$ cat config.mk
export PLATFORM = sky130hd
export DESIGN_NAME = csr_row_block_partitioner
export DESIGN_NICKNAME = d
export VERILOG_FILES = /design/src/rtl/core/crbp_pkg.sv /design/src/rtl/core/csr_row_block_partitioner.sv /design/src/rtl/core/crbp_divider.sv /design/src/rtl/core/crbp_cmd_fifo.sv /design/src/rtl/core/crbp_front.sv /design/src/rtl/core/crbp_back.sv
export SDC_FILE = /design/constraint.sdc
export NUM_CORES = 1
export LEC_CHECK = 0
export BUFFER_PORTS_ARGS = -buffer_cell sky130_fd_sc_hd__buf_2
export CAP_MARGIN = 25
export CORE_MARGIN = 3
export CORE_UTILIZATION = 45
export CTS_CLUSTER_SIZE = 16
export DETAILED_ROUTE_END_ITERATION = 7
export HOLD_SLACK_MARGIN = 0.08
export PLACE_DENSITY = 0.64
export SLEW_MARGIN = 25
export SYNTH_ARGS = -nofsm -noshare
export SYNTH_HDL_FRONTEND = slang
export SYNTH_SLANG_ARGS = --single-unit
$ cat constraint.sdc
create_clock -name clk -period 13.7 [get_ports clk]
set_input_delay 0.685 -clock clk [delete_from_list [all_inputs] [get_ports clk]]
set_output_delay 0.685 -clock clk [all_outputs]
set_load 0.005 [all_outputs]
$ cat src/rtl/core/crbp_pkg.sv
`default_nettype none

package crbp_pkg;

	localparam int OFF_W      = 31;
	localparam int MINNZ_W    = 21;
	localparam int ROWS_W     = 11;
	localparam int IDX_W      = 6;
	localparam int IN_DATA_W  = 32;
	localparam int OUT_DATA_W = 64;
	localparam int OUT_USER_W = 2;
	localparam int ADDR_W     = 3;
	localparam int APB_DATA_W = 32;

	localparam logic [MINNZ_W-1:0] MIN_NZ_RESET   = 21'd256;
	localparam logic [ROWS_W-1:0]  MAX_ROWS_RESET = 11'd256;

	typedef enum logic {
		REG_MIN_NZ   = 1'b0,
		REG_MAX_ROWS = 1'b1
	} reg_idx_t;

	typedef enum logic {
		KIND_APPEND = 1'b0,
		KIND_ENTRY  = 1'b1
	} kind_t;

	typedef enum logic [1:0] {
		CMD_SINGLE = 2'd0,
		CMD_PAIR   = 2'd1,
		CMD_SPLIT  = 2'd2
	} cmd_mode_t;

	typedef enum logic [1:0] {
		F_IDLE = 2'd0,
		F_EVAL = 2'd1,
		F_DIV  = 2'd2,
		F_PUSH = 2'd3
	} front_state_t;

	typedef struct packed {
		logic [MINNZ_W-1:0] min_nz;
		logic [ROWS_W-1:0]  max_rows;
	} cfg_t;

	typedef struct packed {
		cmd_mode_t        mode;
		logic [OFF_W-1:0] row;
		logic [OFF_W-1:0] base;
		logic             extra;
		logic             trunc;
		logic [IDX_W-1:0] last_idx;
	} cmd_t;

endpackage

`default_nettype wire

$ cat src/rtl/core/csr_row_block_partitioner.sv
`default_nettype none

// CSR row-block partitioner. Each request on the slave stream is one CSR row-end
// offset (tlast marks the final row of a matrix); the master stream carries the
// block start rows and first-block-of-row entry writes that the row causes, tlast
// on the last of them. A row holding at least twice min_nonzeros_per_block runs
// the serial divider, one quotient bit a cycle. The back end sends one result a
// cycle while the master side takes them, with a gap between rows, and a split
// run gives at most MAX_SPLIT_RESULTS results. A small command queue lets the
// front keep taking rows while results wait on the master side. Registers sit on
// the APB port at byte addresses 0 (min_nonzeros_per_block) and 4 (the row limit
// per block); write them only while idle.
module csr_row_block_partitioner #(
	parameter int MAX_SPLIT_RESULTS = 64,
	parameter int CMD_QUEUE_DEPTH   = 2
) (
	input  wire logic                              clk,
	input  wire logic                              arst_n,
	input  wire logic                              s_tvalid,
	output logic                                   s_tready,
	// [30:0] row_end_offset, [31] zero
	input  wire logic [crbp_pkg::IN_DATA_W-1:0]    s_tdata,
	input  wire logic                              s_tlast,
	output logic                                   m_tvalid,
	input  wire logic                              m_tready,
	// [30:0] target_row, [61:31] entry_value, [63:62] zero
	output logic [crbp_pkg::OUT_DATA_W-1:0]        m_tdata,
	// [0] kind, [1] truncated
	output logic [crbp_pkg::OUT_USER_W-1:0]        m_tuser,
	output logic                                   m_tlast,
	input  wire logic                              psel,
	input  wire logic                              penable,
	input  wire logic                              pwrite,
	input  wire logic [crbp_pkg::ADDR_W-1:0]       paddr,
	input  wire logic [crbp_pkg::APB_DATA_W-1:0]   pwdata,
	output logic [crbp_pkg::APB_DATA_W-1:0]        prdata,
	output logic                                   pready
);

	crbp_pkg::cfg_t    cfg_q;
	crbp_pkg::reg_idx_t reg_sel;
	logic              cfg_wr;

	logic                                  push;
	crbp_pkg::cmd_t                        push_cmd;
	logic                                  full;
	logic                                  pop;
	crbp_pkg::cmd_t                        pop_cmd;
	logic                                  empty;
	logic                                  div_start;
	logic [crbp_pkg::OFF_W-1:0]            div_dividend;
	logic [crbp_pkg::MINNZ_W-1:0]          div_divisor;
	logic                                  div_done;
	logic [crbp_pkg::OFF_W-1:0]            div_quotient;

	assign pready  = 1'b1;
	assign reg_sel = crbp_pkg::reg_idx_t'(paddr[2]);
	assign cfg_wr  = psel && penable && pwrite && pready;

	always_ff @(posedge clk or negedge arst_n) begin
		if (!arst_n) begin
			cfg_q.min_nz   <= crbp_pkg::MIN_NZ_RESET;
			cfg_q.max_rows <= crbp_pkg::MAX_ROWS_RESET;
		end else if (cfg_wr) begin
			case (reg_sel)
				crbp_pkg::REG_MIN_NZ:   cfg_q.min_nz   <= pwdata[crbp_pkg::MINNZ_W-1:0];
				crbp_pkg::REG_MAX_ROWS: cfg_q.max_rows <= pwdata[crbp_pkg::ROWS_W-1:0];
				default: ;
			endcase
		end
	end

	always_comb begin
		case (reg_sel)
			crbp_pkg::REG_MIN_NZ:
				prdata = crbp_pkg::APB_DATA_W'(cfg_q.min_nz);
			crbp_pkg::REG_MAX_ROWS:
				prdata = crbp_pkg::APB_DATA_W'(cfg_q.max_rows);
			default: prdata = '0;
		endcase
	end

	crbp_front #(
		.MAX_SPLIT_RESULTS(MAX_SPLIT_RESULTS)
	) u_front (
		.clk          (clk),
		.arst_n       (arst_n),
		.s_tvalid     (s_tvalid),
		.s_tready     (s_tready),
		.s_tdata      (s_tdata),
		.s_tlast      (s_tlast),
		.cfg          (cfg_q),
		.push         (push),
		.push_cmd     (push_cmd),
		.full         (full),
		.div_start    (div_start),
		.div_dividend (div_dividend),
		.div_divisor  (div_divisor),
		.div_done     (div_done),
		.div_quotient (div_quotient)
	);

	crbp_divider u_divider (
		.clk      (clk),
		.arst_n   (arst_n),
		.start    (div_start),
		.dividend (div_dividend),
		.divisor  (div_divisor),
		.done     (div_done),
		.quotient (div_quotient)
	);

	crbp_cmd_fifo #(
		.DEPTH(CMD_QUEUE_DEPTH)
	) u_queue (
		.clk       (clk),
		.arst_n    (arst_n),
		.push      (push),
		.push_data (push_cmd),
		.full      (full),
		.pop       (pop),
		.pop_data  (pop_cmd),
		.empty     (empty)
	);

	crbp_back u_back (
		.clk      (clk),
		.arst_n   (arst_n),
		.empty    (empty),
		.pop      (pop),
		.cmd      (pop_cmd),
		.m_tvalid (m_tvalid),
		.m_tready (m_tready),
		.m_tdata  (m_tdata),
		.m_tuser  (m_tuser),
		.m_tlast  (m_tlast)
	);

`ifndef SYNTHESIS
	a_min_floor: assert property (@(posedge clk) disable iff (!arst_n)
		div_start |-> div_divisor != '0)
		else $error("divider started with a zero divisor");
`endif

endmodule

`default_nettype wire

$ cat src/rtl/core/crbp_divider.sv
`default_nettype none

module crbp_divider (
	input  wire logic                          clk,
	input  wire logic                          arst_n,
	input  wire logic                          start,
	input  wire logic [crbp_pkg::OFF_W-1:0]    dividend,
	input  wire logic [crbp_pkg::MINNZ_W-1:0]  divisor,
	output logic                               done,
	output logic [crbp_pkg::OFF_W-1:0]         quotient
);

	localparam int CNT_W = $clog2(crbp_pkg::OFF_W);

	logic                          busy_q;
	logic                          done_q;
	logic [CNT_W-1:0]              cnt_q;
	logic [crbp_pkg::OFF_W-1:0]    quo_q;
	logic [crbp_pkg::MINNZ_W-1:0]  rem_q;
	logic [crbp_pkg::MINNZ_W-1:0]  div_q;
	logic [crbp_pkg::MINNZ_W:0]    trial;
	logic                          ge;

	// One quotient bit per cycle; the dividend shifts out as the quotient shifts in.
	assign trial = {rem_q, quo_q[crbp_pkg::OFF_W-1]};
	assign ge    = trial >= {1'b0, div_q};

	always_ff @(posedge clk or negedge arst_n) begin
		if (!arst_n) begin
			busy_q <= 1'b0;
			done_q <= 1'b0;
			cnt_q  <= '0;
		end else begin
			done_q <= busy_q && (cnt_q == '0);
			if (start) begin
				busy_q <= 1'b1;
				cnt_q  <= CNT_W'(crbp_pkg::OFF_W - 1);
			end else if (busy_q) begin
				if (cnt_q == '0) begin
					busy_q <= 1'b0;
				end
				cnt_q <= cnt_q - 1'b1;
			end
		end
	end

	always_ff @(posedge clk) begin
		if (start) begin
			quo_q <= dividend;
			rem_q <= '0;
			div_q <= divisor;
		end else if (busy_q) begin
			quo_q <= {quo_q[crbp_pkg::OFF_W-2:0], ge};
			rem_q <= ge ? crbp_pkg::MINNZ_W'(trial - {1'b0, div_q})
			            : trial[crbp_pkg::MINNZ_W-1:0];
		end
	end

	assign done     = done_q;
	assign quotient = quo_q;

`ifndef SYNTHESIS
	a_no_restart: assert property (@(posedge clk) disable iff (!arst_n)
		start |-> !busy_q)
		else $error("divider started while busy");
	a_done_after_last_step: assert property (@(posedge clk) disable iff (!arst_n)
		(busy_q && cnt_q == '0 && !start) |=> (done_q && !busy_q))
		else $error("divider did not finish after its last step");
`endif

endmodule

`default_nettype wire

$ cat src/rtl/core/crbp_cmd_fifo.sv
`default_nettype none

module crbp_cmd_fifo #(
	parameter int DEPTH = 2
) (
	input  wire logic           clk,
	input  wire logic           arst_n,
	input  wire logic           push,
	input  wire crbp_pkg::cmd_t push_data,
	output logic                full,
	input  wire logic           pop,
	output crbp_pkg::cmd_t      pop_data,
	output logic                empty
);

	localparam int PTR_W = (DEPTH > 1) ? $clog2(DEPTH) : 1;
	localparam int CNT_W = $clog2(DEPTH + 1);

	crbp_pkg::cmd_t    mem_q [DEPTH];
	logic [PTR_W-1:0]  wr_ptr_q;
	logic [PTR_W-1:0]  rd_ptr_q;
	logic [CNT_W-1:0]  count_q;
	logic              do_push;
	logic              do_pop;

	assign full    = count_q == CNT_W'(DEPTH);
	assign empty   = count_q == '0;
	assign do_push = push && !full;
	assign do_pop  = pop && !empty;

	always_ff @(posedge clk or negedge arst_n) begin
		if (!arst_n) begin
			wr_ptr_q <= '0;
			rd_ptr_q <= '0;
			count_q  <= '0;
		end else begin
			if (do_push) begin
				wr_ptr_q <= (wr_ptr_q == PTR_W'(DEPTH - 1)) ? '0 : wr_ptr_q + 1'b1;
			end
			if (do_pop) begin
				rd_ptr_q <= (rd_ptr_q == PTR_W'(DEPTH - 1)) ? '0 : rd_ptr_q + 1'b1;
			end
			if (do_push && !do_pop) begin
				count_q <= count_q + 1'b1;
			end else if (do_pop && !do_push) begin
				count_q <= count_q - 1'b1;
			end
		end
	end

	always_ff @(posedge clk) begin
		if (do_push) begin
			mem_q[wr_ptr_q] <= push_data;
		end
	end

	assign pop_data = mem_q[rd_ptr_q];

`ifndef SYNTHESIS
	a_no_overflow: assert property (@(posedge clk) disable iff (!arst_n)
		push |-> !full)
		else $error("command pushed into a full queue");
	a_no_underflow: assert property (@(posedge clk) disable iff (!arst_n)
		pop |-> !empty)
		else $error("command popped from an empty queue");
`endif

endmodule

`default_nettype wire

$ cat src/rtl/core/crbp_front.sv
`default_nettype none

module crbp_front #(
	parameter int MAX_SPLIT_RESULTS = 64
) (
	input  wire logic                            clk,
	input  wire logic                            arst_n,
	input  wire logic                            s_tvalid,
	output logic                                 s_tready,
	input  wire logic [crbp_pkg::IN_DATA_W-1:0]  s_tdata,
	input  wire logic                            s_tlast,
	input  wire crbp_pkg::cfg_t                  cfg,
	output logic                                 push,
	output crbp_pkg::cmd_t                       push_cmd,
	input  wire logic                            full,
	output logic                                 div_start,
	output logic [crbp_pkg::OFF_W-1:0]           div_dividend,
	output logic [crbp_pkg::MINNZ_W-1:0]         div_divisor,
	input  wire logic                            div_done,
	input  wire logic [crbp_pkg::OFF_W-1:0]      div_quotient
);

	localparam int W  = crbp_pkg::OFF_W;
	localparam int MW = crbp_pkg::MINNZ_W;
	localparam int IW = crbp_pkg::IDX_W;
	localparam logic [W:0] MaxRes = (W + 1)'(MAX_SPLIT_RESULTS);

	crbp_pkg::front_state_t state_q, state_next;

	logic [W-1:0]                  off_q;
	logic                          last_q;
	logic [W-1:0]                  prev_offset_q;
	logic [W-1:0]                  nz_accum_q;
	logic [crbp_pkg::ROWS_W-1:0]   rows_q;
	logic [W-1:0]                  row_cnt_q;
	logic [W-1:0]                  block_cnt_q;
	logic [W-1:0]                  multi_q;

	logic [MW-1:0]                 minv;
	logic [W-1:0]                  row;
	logic [W-1:0]                  cur;
	logic [W:0]                    acc_sum;
	logic [W-1:0]                  acc;
	logic [crbp_pkg::ROWS_W-1:0]   rows_inc;
	logic                          close_nz;
	logic                          long_row;
	logic                          close_rows;
	logic                          needs_push;
	logic                          extra;
	logic [W:0]                    total;
	logic                          trunc;
	logic [IW-1:0]                 split_last;
	logic [W-1:0]                  bc_next;
	logic                          commit;
	logic                          accept;

	assign minv     = (cfg.min_nz == '0) ? MW'(1) : cfg.min_nz;
	assign row      = row_cnt_q + 1'b1;
	assign cur      = (off_q >= prev_offset_q) ? off_q - prev_offset_q : '0;
	assign acc_sum  = {1'b0, nz_accum_q} + {1'b0, cur};
	assign acc      = acc_sum[W] ? '1 : acc_sum[W-1:0];
	assign rows_inc = (rows_q != '1) ? rows_q + 1'b1 : rows_q;

	// A row of at least twice the minimum is split, which needs its quotient.
	assign close_nz   = acc >= W'(minv);
	assign long_row   = close_nz && (cur >= W'({minv, 1'b0}));
	assign close_rows = (rows_inc >= cfg.max_rows) || last_q;
	assign needs_push = close_nz || close_rows;
	assign extra      = nz_accum_q != '0;

	assign total      = {1'b0, multi_q} + (W + 1)'(extra) + (W + 1)'(1);
	assign trunc      = total > MaxRes;
	assign split_last = trunc ? IW'(MAX_SPLIT_RESULTS - 1) : IW'(multi_q + W'(extra));

	always_comb begin
		if (long_row) begin
			bc_next = block_cnt_q + multi_q + W'(extra);
		end else begin
			bc_next = block_cnt_q + 1'b1;
		end
	end

	always_comb begin
		push_cmd.row      = row;
		push_cmd.base     = block_cnt_q;
		push_cmd.extra    = extra;
		push_cmd.trunc    = long_row && trunc;
		if (long_row) begin
			push_cmd.mode     = crbp_pkg::CMD_SPLIT;
			push_cmd.last_idx = split_last;
		end else if (close_nz) begin
			push_cmd.mode     = crbp_pkg::CMD_SINGLE;
			push_cmd.last_idx = '0;
		end else begin
			push_cmd.mode     = crbp_pkg::CMD_PAIR;
			push_cmd.last_idx = IW'(1);
		end
	end

	always_comb begin
		state_next = state_q;
		case (state_q)
			crbp_pkg::F_IDLE: begin
				if (s_tvalid) begin
					state_next = crbp_pkg::F_EVAL;
				end
			end
			crbp_pkg::F_EVAL: begin
				if (long_row) begin
					state_next = crbp_pkg::F_DIV;
				end else if (!needs_push || !full) begin
					state_next = crbp_pkg::F_IDLE;
				end
			end
			crbp_pkg::F_DIV: begin
				if (div_done) begin
					state_next = crbp_pkg::F_PUSH;
				end
			end
			crbp_pkg::F_PUSH: begin
				if (!full) begin
					state_next = crbp_pkg::F_IDLE;
				end
			end
			default: state_next = crbp_pkg::F_IDLE;
		endcase
	end

	always_comb begin
		s_tready  = 1'b0;
		div_start = 1'b0;
		commit    = 1'b0;
		case (state_q)
			crbp_pkg::F_IDLE: s_tready = 1'b1;
			crbp_pkg::F_EVAL: begin
				div_start = long_row;
				commit    = !long_row && (!needs_push || !full);
			end
			crbp_pkg::F_PUSH: commit = !full;
			default: ;
		endcase
	end

	assign push         = commit && needs_push;
	assign accept       = s_tvalid && s_tready;
	assign div_dividend = cur;
	assign div_divisor  = minv;

	always_ff @(posedge clk or negedge arst_n) begin
		if (!arst_n) begin
			state_q       <= crbp_pkg::F_IDLE;
			prev_offset_q <= '0;
			nz_accum_q    <= '0;
			rows_q        <= '0;
			row_cnt_q     <= '0;
			block_cnt_q   <= '0;
		end else begin
			state_q <= state_next;
			if (commit) begin
				if (last_q) begin
					prev_offset_q <= '0;
					row_cnt_q     <= '0;
					block_cnt_q   <= '0;
				end else begin
					prev_offset_q <= off_q;
					row_cnt_q     <= row;
					block_cnt_q   <= needs_push ? bc_next : block_cnt_q;
				end
				nz_accum_q <= needs_push ? '0 : acc;
				rows_q     <= needs_push ? '0 : rows_inc;
			end
		end
	end

	always_ff @(posedge clk) begin
		if (accept) begin
			off_q  <= s_tdata[W-1:0];
			last_q <= s_tlast;
		end
		if (state_q == crbp_pkg::F_DIV && div_done) begin
			multi_q <= div_quotient;
		end
	end

`ifndef SYNTHESIS
	a_accept_to_eval: assert property (@(posedge clk) disable iff (!arst_n)
		accept |=> state_q == crbp_pkg::F_EVAL)
		else $error("accepted row was not evaluated next");
	a_push_only_when_room: assert property (@(posedge clk) disable iff (!arst_n)
		push |-> !full)
		else $error("front pushed a command without room");
`endif

endmodule

`default_nettype wire

$ cat src/rtl/core/crbp_back.sv
`default_nettype none

module crbp_back (
	input  wire logic                              clk,
	input  wire logic                              arst_n,
	input  wire logic                              empty,
	output logic                                   pop,
	input  wire crbp_pkg::cmd_t                    cmd,
	output logic                                   m_tvalid,
	input  wire logic                              m_tready,
	output logic [crbp_pkg::OUT_DATA_W-1:0]        m_tdata,
	output logic [crbp_pkg::OUT_USER_W-1:0]        m_tuser,
	output logic                                   m_tlast
);

	localparam int W  = crbp_pkg::OFF_W;
	localparam int IW = crbp_pkg::IDX_W;

	logic             busy_q;
	crbp_pkg::cmd_t   cmd_q;
	logic [IW-1:0]    j_q;
	logic             out_valid_q;
	logic [crbp_pkg::OUT_DATA_W-1:0] out_data_q;
	logic [crbp_pkg::OUT_USER_W-1:0] out_user_q;
	logic             out_last_q;

	logic             load;
	logic             is_end;
	logic [W-1:0]     prow;
	logic [W-1:0]     base_inc;
	logic [W-1:0]     base_extra;
	crbp_pkg::kind_t  kind;
	logic [W-1:0]     target_row;
	logic [W-1:0]     entry_value;

	assign load       = busy_q && (!out_valid_q || m_tready);
	assign pop        = !busy_q && !empty;
	assign is_end     = j_q == cmd_q.last_idx;
	assign prow       = cmd_q.row - 1'b1;
	assign base_inc   = cmd_q.base + 1'b1;
	assign base_extra = cmd_q.base + W'(cmd_q.extra);

	always_comb begin
		kind        = crbp_pkg::KIND_APPEND;
		target_row  = cmd_q.row;
		entry_value = base_inc;
		case (cmd_q.mode)
			crbp_pkg::CMD_SINGLE: ;
			crbp_pkg::CMD_PAIR: begin
				if (j_q != '0) begin
					kind        = crbp_pkg::KIND_ENTRY;
					entry_value = {base_inc[W-2:0], 1'b0};
				end
			end
			crbp_pkg::CMD_SPLIT: begin
				// The entry write comes first, or second after the append that closes
				// a block the row joined part way.
				if (j_q == IW'(cmd_q.extra)) begin
					kind        = crbp_pkg::KIND_ENTRY;
					target_row  = prow;
					entry_value = {base_extra[W-2:0], 1'b1};
				end else begin
					target_row  = (is_end && !cmd_q.trunc) ? cmd_q.row : prow;
					entry_value = (j_q == '0) ? base_inc : cmd_q.base + W'(j_q);
				end
			end
			default: ;
		endcase
	end

	always_ff @(posedge clk or negedge arst_n) begin
		if (!arst_n) begin
			busy_q      <= 1'b0;
			out_valid_q <= 1'b0;
		end else begin
			if (pop) begin
				busy_q <= 1'b1;
			end else if (load && is_end) begin
				busy_q <= 1'b0;
			end
			if (load) begin
				out_valid_q <= 1'b1;
			end else if (m_tready) begin
				out_valid_q <= 1'b0;
			end
		end
	end

	always_ff @(posedge clk) begin
		if (pop) begin
			cmd_q <= cmd;
			j_q   <= '0;
		end else if (load) begin
			j_q <= j_q + 1'b1;
		end
		if (load) begin
			out_data_q <= {{(crbp_pkg::OUT_DATA_W - 2 * W){1'b0}}, entry_value, target_row};
			out_user_q <= {cmd_q.trunc, kind};
			out_last_q <= is_end;
		end
	end

	assign m_tvalid = out_valid_q;
	assign m_tdata  = out_data_q;
	assign m_tuser  = out_user_q;
	assign m_tlast  = out_last_q;

`ifndef SYNTHESIS
	a_index_in_run: assert property (@(posedge clk) disable iff (!arst_n)
		busy_q |-> j_q <= cmd_q.last_idx)
		else $error("result index ran past the end of its run");
	a_no_pop_while_busy: assert property (@(posedge clk) disable iff (!arst_n)
		busy_q |-> !pop)
		else $error("command taken while one is still being emitted");
`endif

endmodule

`default_nettype wire
Yosys cells after proc, flatten, opt, wreduce, memory -nomap -nowiden
Memories as Yosys holds them, arrays and structs flattened. A register that Yosys moved wholly into a read port is not among the register bits.
Index checks and enable logic that the tools add are counted.
{"block": "totals", "regBits": 389, "ramBits": 144, "input_bits": 75, "out_inout_bits": 102, "elab_cells": 168, "memories": 1}
{"block": "op_classes", "n_addsub": 21, "magnitude_cmp": 6, "n_eq_ne": 13, "muxes": 54, "bitwise_logic": 1, "n_reduce_logical": 46}
{"name": "u_queue.mem_q", "depth": 2, "width": 72, "read_ports": 1, "rd_clocked_by_memory_dff": 1, "write_ports": 1, "line_no": "crbp_cmd_fifo.sv:19", "text": "crbp_pkg::cmd_t mem_q [DEPTH];"}
{"cell": "$mux W31", "count": 16}
{"cell": "$add A31 B1 Y31 const B", "count": 3}
{"cell": "$pmux W32 S2", "count": 1}
{"cell": "$pmux W31 S2", "count": 1}
{"cell": "$mux W21", "count": 2}
{"cell": "$add A31 B1 Y32", "count": 1}
{"cell": "$add A31 B31 Y32", "count": 1}
{"cell": "$add A32 B1 Y32 const B", "count": 1}
{"cell": "$gt A32 B7 Y1 const B", "count": 1}
{"cell": "$add A31 B1 Y31", "count": 1}
{"cell": "$add A31 B31 Y31", "count": 1}
{"cell": "$add A31 B6 Y31", "count": 1}
{"cell": "$ge A31 B21 Y1", "count": 1}
{"cell": "$ge A31 B22 Y1", "count": 1}
{"cell": "$ge A31 B31 Y1", "count": 1}
{"cell": "$reduce_bool A31 Y1", "count": 1}
{"cell": "$sub A31 B1 Y31 const B", "count": 1}
{"cell": "$sub A31 B31 Y31", "count": 1}
{"cell": "$add A30 B1 Y30", "count": 1}
{"cell": "$ge A22 B21 Y1", "count": 1}
{"cell": "$mux W11", "count": 2}
{"cell": "$logic_not A21 Y1", "count": 1}
{"cell": "$sub A21 B21 Y21", "count": 1}
{"cell": "$logic_and A1 B1 Y1", "count": 17}
{"cell": "32 further kinds", "count": 82}

Logic depth before layout (Yosys ltp)
Gate-level depths: netlist (run 1).
{"block": "depth", "depth_word": 16, "ltp_mapped": 48, "ltp_nobuf": 46}

Modules after synthesis
A second synthesis (run 1) with hierarchy kept.
{"block": "hier_totals", "hier_cells": 3438, "hier_area_um2": 35945.7}
{"module": "crbp_front", "n_inst": 1, "cells_per_inst": 1952, "area_per_inst_um2": 16188.0, "seq_area_each_um2": 5320.1}
{"module": "crbp_back", "n_inst": 1, "cells_per_inst": 749, "area_per_inst_um2": 8079.0, "seq_area_each_um2": 4284.1}
{"module": "crbp_cmd_fifo", "n_inst": 1, "cells_per_inst": 243, "area_per_inst_um2": 5741.8, "seq_area_each_um2": 4424.2}
{"module": "crbp_divider", "n_inst": 1, "cells_per_inst": 388, "area_per_inst_um2": 4345.4, "seq_area_each_um2": 2157.1}
{"module": "csr_row_block_partitioner", "n_inst": 1, "cells_per_inst": 106, "area_per_inst_um2": 1591.5, "seq_area_each_um2": 803.3}

Worst setup path after synthesis (run 1)
Ideal clock, no wire load.
{"block": "synth_timing", "path_kind": "flip-flop to flip-flop", "startpoint": "reg u_front.off_q[19]", "endpoint": "mem u_queue.mem_q[0][0] (netlist name) (enable)", "setup_time_ps": 503, "arrival_time_ps": 10800, "required_time_ps": 13197, "slack_ps": 2397, "path_stages_with_launch": 41, "path_buffers": 5, "period_less_slack_ps": 11303, "cell_sequence": "edfxtp_1 > ha_1 > buf_2 > a2111oi_2 > o21ai_1 > a221o_1 > a211o_1 > nor2_1 > clkbuf_1 > clkbuf_1 > nor2_1 > ha_1 > a21oi_1 > nor2b_1 > or2_2 > a21o_1 > a21o_1 > o2111ai_1 > (+5 left out) > o21ai_0 > clkbuf_1 > or2_2 > ha_1 > a21o_1 > a21o_1 > a21oi_1 > o21ai_0 > a21oi_1 > o41ai_1 > a221o_1 > a31oi_1 > nor4b_2 > nand4_2 > buf_2 > nand2_1 > nand2_1 > nor2_1"}
{"block": "synth_via", "elab_chain_cells": 14, "word_cells_on_any_way": 18, "cone_classes": "add/sub: 2; order compare: 3; mux: 5; reduce/logical: 8"}
{"item": "start, declared", "line_no": "crbp_front.sv:30", "text": "logic [W-1:0] off_q;"}
{"item": "start signal, assigned", "line_no": "crbp_front.sv:177", "text": "off_q <= s_tdata[W-1:0];"}
{"item": "$sub A31 B31 Y31 / $ge A31 B31 Y1 (equally long branches)", "line_no": "crbp_front.sv:59", "text": "assign cur = (off_q >= prev_offset_q) ? off_q - prev_offset_q : '0;"}
{"item": "$mux W31 *", "line_no": "crbp_front.sv:59"}
{"item": "$add A31 B31 Y32", "line_no": "crbp_front.sv:60", "text": "assign acc_sum = {1'b0, nz_accum_q} + {1'b0, cur};"}
{"item": "$mux W31", "line_no": "crbp_front.sv:61", "text": "assign acc = acc_sum[W] ? '1 : acc_sum[W-1:0];"}
{"item": "$ge A31 B21 Y1", "line_no": "crbp_front.sv:65", "text": "assign close_nz = acc >= W'(minv);"}
{"item": "$logic_or A1 B1 Y1", "line_no": "crbp_front.sv:68", "text": "assign needs_push = close_nz || close_rows;"}
{"item": "$logic_not A1 Y1", "line_no": "crbp_front.sv:137", "text": "commit = !long_row && (!needs_push || !full);"}
{"item": "$logic_or A1 B1 Y1", "line_no": "crbp_front.sv:137"}
{"item": "$logic_and A1 B1 Y1", "line_no": "crbp_front.sv:137"}
{"item": "$pmux W1 S2", "line_no": "crbp_front.sv:133", "text": "case (state_q)"}
{"item": "$logic_and A1 B1 Y1 *", "line_no": "crbp_front.sv:144", "text": "assign push = commit && needs_push;"}
{"item": "$logic_and A1 B1 Y1 *", "line_no": "crbp_cmd_fifo.sv:28", "text": "assign do_push = push && !full;"}
{"item": "$mux W1 *", "line_no": "crbp_cmd_fifo.sv:52", "text": "if (do_push) begin"}
{"item": "$mux W1 (implied by the code) *", "line_no": "crbp_cmd_fifo.sv:53", "text": "mem_q[wr_ptr_q] <= push_data;"}
{"item": "end, declared", "line_no": "crbp_cmd_fifo.sv:19"}
Mark *: on every way between the ends. The rest lies on a longest branch, timed or not.

Final worst setup path (run 1)
{"block": "layout_timing", "startpoint": "reg u_front.off_q[2]", "endpoint": "mem u_queue.mem_q[0][57] (netlist name) (enable)"}
The elaborated chain is that of the path after synthesis.

==> impl_metrics.env, run 1 <==
export IMPL_setup_tns_ns=0
export IMPL_root_buffer="clkbuf_16"
export IMPL_final_nets=3765
export IMPL_gp_routability_congestion=0.9101
export IMPL_path_max_fanout=32
export IMPL_wl_per_cell_um=18.64
export IMPL_grt_ovfl_total=0
export IMPL_final_cell_mix="nand2_1, edfxtp_1, nor2_1, ha_1, dfrtp_1"
export IMPL_dpl_hpwl_um=60770
export IMPL_drive_gt1_share_pct=12.82
export IMPL_slew_headroom_pct=26.99
export IMPL_endpoint_kind="flop"
export IMPL_grt_max_degree=167
export IMPL_grt_usage_pct=20.80
export IMPL_worstPathRequired_ns=13.97
export IMPL_antenna_left=0
export IMPL_crit_path_top_delay_cell="a311oi_1"
export IMPL_power_density_mw_per_mm2=213.2
export IMPL_crit_start="u_front.off_q[2]"
export IMPL_min_path_type="input port to flop"
export IMPL_antenna_found_initial=0
export IMPL_cts_setup_buffers=0
export IMPL_fmax_mhz=89.45
export IMPL_fin_worst_skew_ns=0.04067
export IMPL_die_h_um=285.3
export IMPL_cpMostUsedCell="a21o_1"
export IMPL_syn_inst=3414
export IMPL_dr_total_vias=25757
export IMPL_syn_avg_cell_area_um2=10.29
export IMPL_first_global_vias=24837
export IMPL_ys_ff_latch=605
export IMPL_num_antenna_cells=0
export IMPL_synth_ff_type="edfxtp_1"
export IMPL_vias_per_cell=5.614
export IMPL_whs_ns=0.2383
export IMPL_cts_buffer_depth=3
export IMPL_syn_cell_area_mm2=0.03511
export IMPL_period_needed_ns=11.18
export IMPL_min_from="s_tdata[28]"
export IMPL_worst_slew_pin_slew_ns=1.095
export IMPL_setup_viol=0
export IMPL_cts_tree="yes"
export IMPL_cpPeakStageDelay_ns=0.72
export IMPL_grt_setup_unrepaired="no"
export IMPL_r2r_start="u_front.off_q[2]"
export IMPL_ios=177
export IMPL_final_area_mm2=0.03908
export IMPL_cts_htree_levels=3
export IMPL_cp_top_family="compound AO/OA/AOI/OAI gates"
export IMPL_crit_arrival_ns=11.45
export IMPL_die_w_um=285.3
export IMPL_clkSinkCount=605
export IMPL_hold_viol=0
export IMPL_vdd_drop_max_v=0.0001887
export IMPL_placed_area_mm2=0.03669
export IMPL_path_class="flop to flop"
export IMPL_dr_pass1_iters=5
export IMPL_synth_edf_count=396
export IMPL_cp_start_kind="flop"
export IMPL_ys_async_sr_fraction_pct=30.08
export IMPL_clk_pin_slew_ns=0.06
export IMPL_tritoncts_num_buffers=70
export IMPL_drt_iter0_drc=1889
export IMPL_initial_core_util_pct=45.85
export IMPL_final_common_cell="nand2_1"
export IMPL_area_growth_pct=11.28
export IMPL_cp_buffers_inverters=4
export IMPL_io_buffers=148
export IMPL_finalCritPeriodShare_pct=81.60
export IMPL_dp_cells=4458
export IMPL_yosysSeqAreaShare_pct=48.38
export IMPL_wirelength_um=85520
export IMPL_clock_latency_ns=0.63
export IMPL_grt_pass1_wl_um=136800
export IMPL_p_leak_nw=15.85
export IMPL_p_total_mw=8.330
export IMPL_yosysWarningCount=0
export IMPL_maxCapViolations=0
export IMPL_netlist_cell_type_count=103
export IMPL_instances_no_fill=4588
export IMPL_core_mm2=0.07658
export IMPL_std_cell_rows=101
export IMPL_status="complete, no violations"
export IMPL_drc_errors=0
export IMPL_die_area_mm2=0.08142
export IMPL_final_max_slew_viol_count=0
[worst paths after layout]
| path | end | slack (ns) | cells after the start |
|---|---|---|---|
| max | u_queue.mem_q[0][57] | 2.52 | 41 |
| min | u_front.off_q[28] | 0.24 | 1 |
| max reg2reg | u_queue.mem_q[0][57] | 2.52 | 41 |
| min reg2reg | u_front.multi_q[8] | 0.42 | 0 |
| max in group asynchronous | u_front.nz_accum_q[1] | 10.91 | 4 |
| min in group asynchronous | cfg_q[28] | 0.66 | 2 |
[sequential cells by signal, summed over array words and instances (netlist names), 2 cells and up, named ones only]
| register | count |
|---|---|
| cfg_q | 32 |
| u_back.cmd_q | 72 |
| u_back.j_q | 6 |
| u_back.m_tdata | 62 |
| u_back.m_tuser | 2 |
| u_divider.cnt_q | 5 |
| u_divider.div_q | 21 |
| u_divider.quotient | 31 |
| u_divider.rem_q | 21 |
| u_front.block_cnt_q | 31 |
| u_front.multi_q | 31 |
| u_front.nz_accum_q | 31 |
| u_front.off_q | 31 |
| u_front.prev_offset_q | 31 |
| u_front.row_cnt_q | 31 |
| u_front.rows_q | 11 |
| u_queue.count_q | 2 |
| u_queue.mem_q | 144 |
[metrics by stage]
stage / utilization, % / setup slack (ns)
4_1_cts: 51.02 / 2.554
5_1_grt: 51.03 / 1.743
3_5_place_dp: 47.91 / 2.626
6_report: 51.03 / 2.520
2_1_floorplan: - / 2.397
3_3_place_gp: 47.91 / 2.594
[metal layers]
metal	wire length (um)	part of all wire, %	global-route usage [%]	up-vias
li1	-	-	-	12599
met1	39500	46	29.00	12283
met2	39010	46	33.46	726
met3	4656	5.4	3.373	149
met4	2349	2.7	6.141	0
met5	0	0	0	-
[cells in the mapped netlist (9+ instances only)]
cell type,count,area share [%]
xnor2_1,146,3.6
o21bai_1,15,0.32
a21o_1,75,1.6
o211ai_1,29,0.62
a21oi_1,140,2.0
dfxtp_1,27,1.5
and2_1,27,0.48
nand3_1,94,1.3
or3_1,29,0.52
nor4_1,26,0.46
a31oi_1,26,0.46
clkbuf_1,118,1.3
xor2_1,102,2.5
edfxtp_1,396,34
inv_1,158,1.7
nand2_1,422,4.5
o221ai_1,23,0.57
o21ai_1,58,0.83
buf_2,26,0.37
ha_1,183,6.5
nor3_1,56,0.80
o21a_1,22,0.47
mux2_2,108,3.5
nand4_1,39,0.69
a211oi_1,44,0.94
and3_1,55,0.98
nor2b_1,20,0.36
dfrtp_1,180,13
o22ai_1,34,0.61
mux2i_1,37,1.1
a22o_1,51,1.3
buf_4,23,0.49
o21ai_0,135,1.9
o31ai_1,21,0.45
nand2b_1,65,1.2
or2_2,22,0.39
a221o_1,9,0.26
nor2_1,211,2.3
[what timing repair did]
| action | CTS | global route |
|---|---|---|
| hold buffers | 1 | 0 |
| hold endpoints to repair | 35 | 0 |
| gates resized for setup | 0 | 0 |
[logic make-up (layout without fill, tap and decap cells)]
family	after synthesis	after routing	synth area share (%)
AND/OR/NAND/NOR	1112	1112	15.14
AO/OA/AOI/OAI	768	768	14.68
flip-flops	605	605	48.38
buffers and inverters	337	469	3.962
XOR/XNOR	249	249	6.232
adder cells (fa/ha/maj)	196	196	7.062
multiplexers	145	145	4.518
other	2	14	0.02139
[power breakdown]
part | total, mW | switching, mW | internal [mW]
combinational | 3.67 | 2.25 | 1.42
sequential | 2.78 | 0.303 | 2.48
clock | 1.88 | 0.781 | 1.10
total | 8.33 | 3.33 | 5.00
[final cells by class]
cell class,count,area [um^2]
fillers,6880,37500
flip-flops and latches,605,16990
multi-input cells,2484,16820
clock buffers,91,1871
well taps,1030,1289
repair buffers,179,1001
inverters,161,604.3
clock inverters,38,500.5
Note: power is estimated with default switching activity, not from simulation.
==> run 2: changes to the inputs <==
--- a/config.mk
+++ b/config.mk
@@ -5,6 +5,7 @@
 export SDC_FILE = /design/constraint.sdc
 export NUM_CORES = 1
 export LEC_CHECK = 0
+export ABC_AREA = 1
 export BUFFER_PORTS_ARGS = -buffer_cell sky130_fd_sc_hd__buf_2
 export CAP_MARGIN = 25
 export CORE_MARGIN = 3
@@ -12,7 +13,7 @@
 export CTS_CLUSTER_SIZE = 16
 export DETAILED_ROUTE_END_ITERATION = 7
 export HOLD_SLACK_MARGIN = 0.08
-export PLACE_DENSITY = 0.64
+export PLACE_DENSITY = 0.66
 export SLEW_MARGIN = 25
 export SYNTH_ARGS = -nofsm -noshare
 export SYNTH_HDL_FRONTEND = slang
==> constraint.sdc (replaced) <==
create_clock -name clk -period 10.18 [get_ports clk]
set_input_delay 0.509 -clock clk [delete_from_list [all_inputs] [get_ports clk]]
set_output_delay 0.509 -clock clk [all_outputs]
set_load 0.005 [all_outputs]
==> impl_metrics.env, run 2 <==
export IMPL_antenna_found_initial=0
export IMPL_dr_total_vias=29056
export IMPL_final_area_mm2=0.04067
export IMPL_finalCritPeriodShare_pct=89.21
export IMPL_drt_iter0_drc=2230
export IMPL_drc_errors=0
export IMPL_status="complete, no violations"
export IMPL_fmax_mhz=110.1
export IMPL_clk_pin_slew_ns=0.06
export IMPL_final_common_cell="nand2_1"
export IMPL_maxCapViolations=0
export IMPL_ios=177
export IMPL_syn_cell_area_mm2=0.03627
export IMPL_vdd_drop_max_v=0.0001074
export IMPL_power_density_mw_per_mm2=133.4
export IMPL_setup_tns_ns=0
export IMPL_tritoncts_num_buffers=69
export IMPL_synth_ff_type="edfxtp_1"
export IMPL_placed_area_mm2=0.03793
export IMPL_cts_htree_levels=3
export IMPL_gp_routability_congestion=0.9878
export IMPL_cp_start_kind="flop"
export IMPL_drive_gt1_share_pct=8.251
export IMPL_filler_cell_count=7427
export IMPL_synth_commonest_cells="nand2_1, inv_1, edfxtp_1, nor2_1, o21ai_0"
export IMPL_cts_buffer_depth=3
export IMPL_std_cell_rows=103
export IMPL_period_needed_ns=9.082
export IMPL_fin_worst_skew_ns=0.02224
export IMPL_worstPathRequired_ns=10.68
export IMPL_die_w_um=289.9
export IMPL_path_max_fanout=117
export IMPL_yosysSeqAreaShare_pct=46.84
export IMPL_cpPeakStageDelay_ns=0.81
export IMPL_dp_cells=5458
export IMPL_final_max_slew_viol_count=0
export IMPL_r2r_slack_ns=1.10
export IMPL_dpl_hpwl_um=68710
export IMPL_grt_usage_pct=21.74
export IMPL_grt_pass1_wl_um=148300
export IMPL_cpMostUsedCell="nand3_1"
export IMPL_grt_setup_unrepaired="no"
export IMPL_worst_slew_pin_slew_ns=0.9496
export IMPL_num_antenna_cells=0
export IMPL_grt_ovfl_total=0
export IMPL_clock_latency_ns=0.62
export IMPL_netlist_cell_type_count=67
export IMPL_cts_tree="yes"
export IMPL_area_growth_pct=12.15
export IMPL_endpoint_kind="flop"
export IMPL_antenna_left=0
export IMPL_wirelength_um=93000
export IMPL_worst_slack_ns=1.098
export IMPL_finish_utilization_pct=51.23
export IMPL_slew_headroom_pct=36.69
export IMPL_p_leak_nw=18.65
export IMPL_grt_max_degree=118
export IMPL_root_buffer="clkbuf_16"
export IMPL_crit_path_top_delay_cell="clkinv_4"
export IMPL_final_nets=4776
export IMPL_hold_viol=0
export IMPL_clkSinkCount=605
export IMPL_yosysWarningCount=0
export IMPL_wl_per_cell_um=16.55
export IMPL_largest_register_ffs=144
export IMPL_syn_inst=4368
export IMPL_path_class="flop to flop"
export IMPL_instances_no_fill=5619
export IMPL_initial_core_util_pct=45.68
export IMPL_synth_top_area_share_pct=32.79
export IMPL_min_path_type="input port to flop"
export IMPL_synth_area_leaders="edfxtp_1, dfrtp_1, nand2_1, ha_1, inv_1"
export IMPL_ys_ff_latch=605
export IMPL_ys_async_sr_fraction_pct=30.08
export IMPL_final_cell_mix="nand2_1, inv_1, edfxtp_1, nor2_1, o21ai_0"
export IMPL_vias_per_cell=5.171
export IMPL_core_mm2=0.07939
export IMPL_io_buffers=148
export IMPL_regMostFlops="u_queue.mem_q"
export IMPL_synth_edf_count=396
export IMPL_first_global_vias=27041
export IMPL_setup_viol=0
export IMPL_crit_arrival_ns=9.58
export IMPL_die_h_um=289.9
export IMPL_dr_pass1_iters=6
export IMPL_yosysTopAreaCell="edfxtp_1"
export IMPL_yosysMostFrequentCell="nand2_1"
export IMPL_pre_cts_ws_ns=1.200
export IMPL_syn_avg_cell_area_um2=8.303
export IMPL_die_area_mm2=0.08403
==> run 2: changes by cell type in the layout (fill, tap and decap cells not counted), moves of 65 or more <==
cell      delta
a21o_1      -68
inv_1      +420
nor2_1     +151
xnor2_1     -88
o21ai_0    +164
mux2_2     -108
a21oi_1     +74
nand2_1    +677
nand2b_1    -65
nand3_1     +88
==> run 2: metrics by stage <==
| stage | hold WS [ns] | total power [mW] |
|---|---|---|
| floorplan | 0.2134 | 2.813 |
| global placement | 0.4284 | 2.900 |
| global route | 0.1238 | 5.614 |
| finish | 0.1499 | 5.426 |
| CTS | 0.1075 | 5.492 |
| detailed placement | 0.4387 | 2.903 |
==> run 2: final cells by class <==
cell class | instances | area (um^2) | share of cell area [%]
Clock buffer | 99 | 2066 | 5.079
Clock inverter | 29 | 345.3 | 0.8490
Inverter | 583 | 2193 | 5.393
Multi-Input combinational cell | 3043 | 16470 | 40.49
Sequential cell | 605 | 16990 | 41.77
Tap cell | 1050 | 1314 | 3.230
Timing Repair Buffer | 210 | 1297 | 3.190
==> run 2: cells by family (layout without fill, tap and decap cells) <==
family                     Yosys count  in the layout  synth area share (%)
DFF                                605            605                 46.84
xor gates and xnor gates           223            223                 5.386
other                                2             14               0.02071
and+or+nand+nor                   1919           1919                 22.36
AOI/OAI and AO/OA                  698            698                 10.74
buffers and inverters              732            921                 8.008
adders and majority gates          189            189                 6.645
==> run 2: critical path: cells and delay by family, from the launching register on <==
kind / cells / cell delay, ns
buffers and inverters: 6 / 1.23
AO/OA/AOI/OAI: 11 / 2.36
adder cells (fa/ha/maj): 4 / 1.26
flip-flops: 1 / 0.39
AND/OR/NAND/NOR: 23 / 3.65
==> run 2: power by group <==
| part | total, mW | internal, mW | switching (mW) |
|---|---|---|---|
| Sequential | 2.66 | 2.63 | 0.0290 |
| Clock | 2.56 | 1.52 | 1.04 |
| Combinational | 0.210 | 0.0762 | 0.134 |
==> run 2: metal layers <==
layer | GRT usage [%] | wire length [um] | up-vias
met5 | 0 | 0 | -
met4 | 7.659 | 3219 | 0
met3 | 2.809 | 4612 | 169
met2 | 35.87 | 43400 | 736
met1 | 29.52 | 41770 | 13381
li1 | - | - | 14770
==> run 2: final timing paths <==
kind,depth (start not counted),endpoint,startpoint
setup / recovery,44,u_front.prev_offset_q[2],u_front.off_q[0]
setup reg to reg,44,u_front.prev_offset_q[2],u_front.off_q[0]
min in group asynchronous,2,cfg_q[18],arst_n
hold / removal,3,cfg_q[27],pwdata[16]
max in group asynchronous,3,u_queue.rd_ptr_q,arst_n
hold reg to reg,0,u_front.multi_q[20],u_divider.quotient[20]
==> run 2: what timing repair did <==
action | in CTS | in global routing
setup buffers | 0 | 0
endpoints found under the hold margin | 90 | 0
resized for setup | 0 | 0
hold buffers | 33 | 0
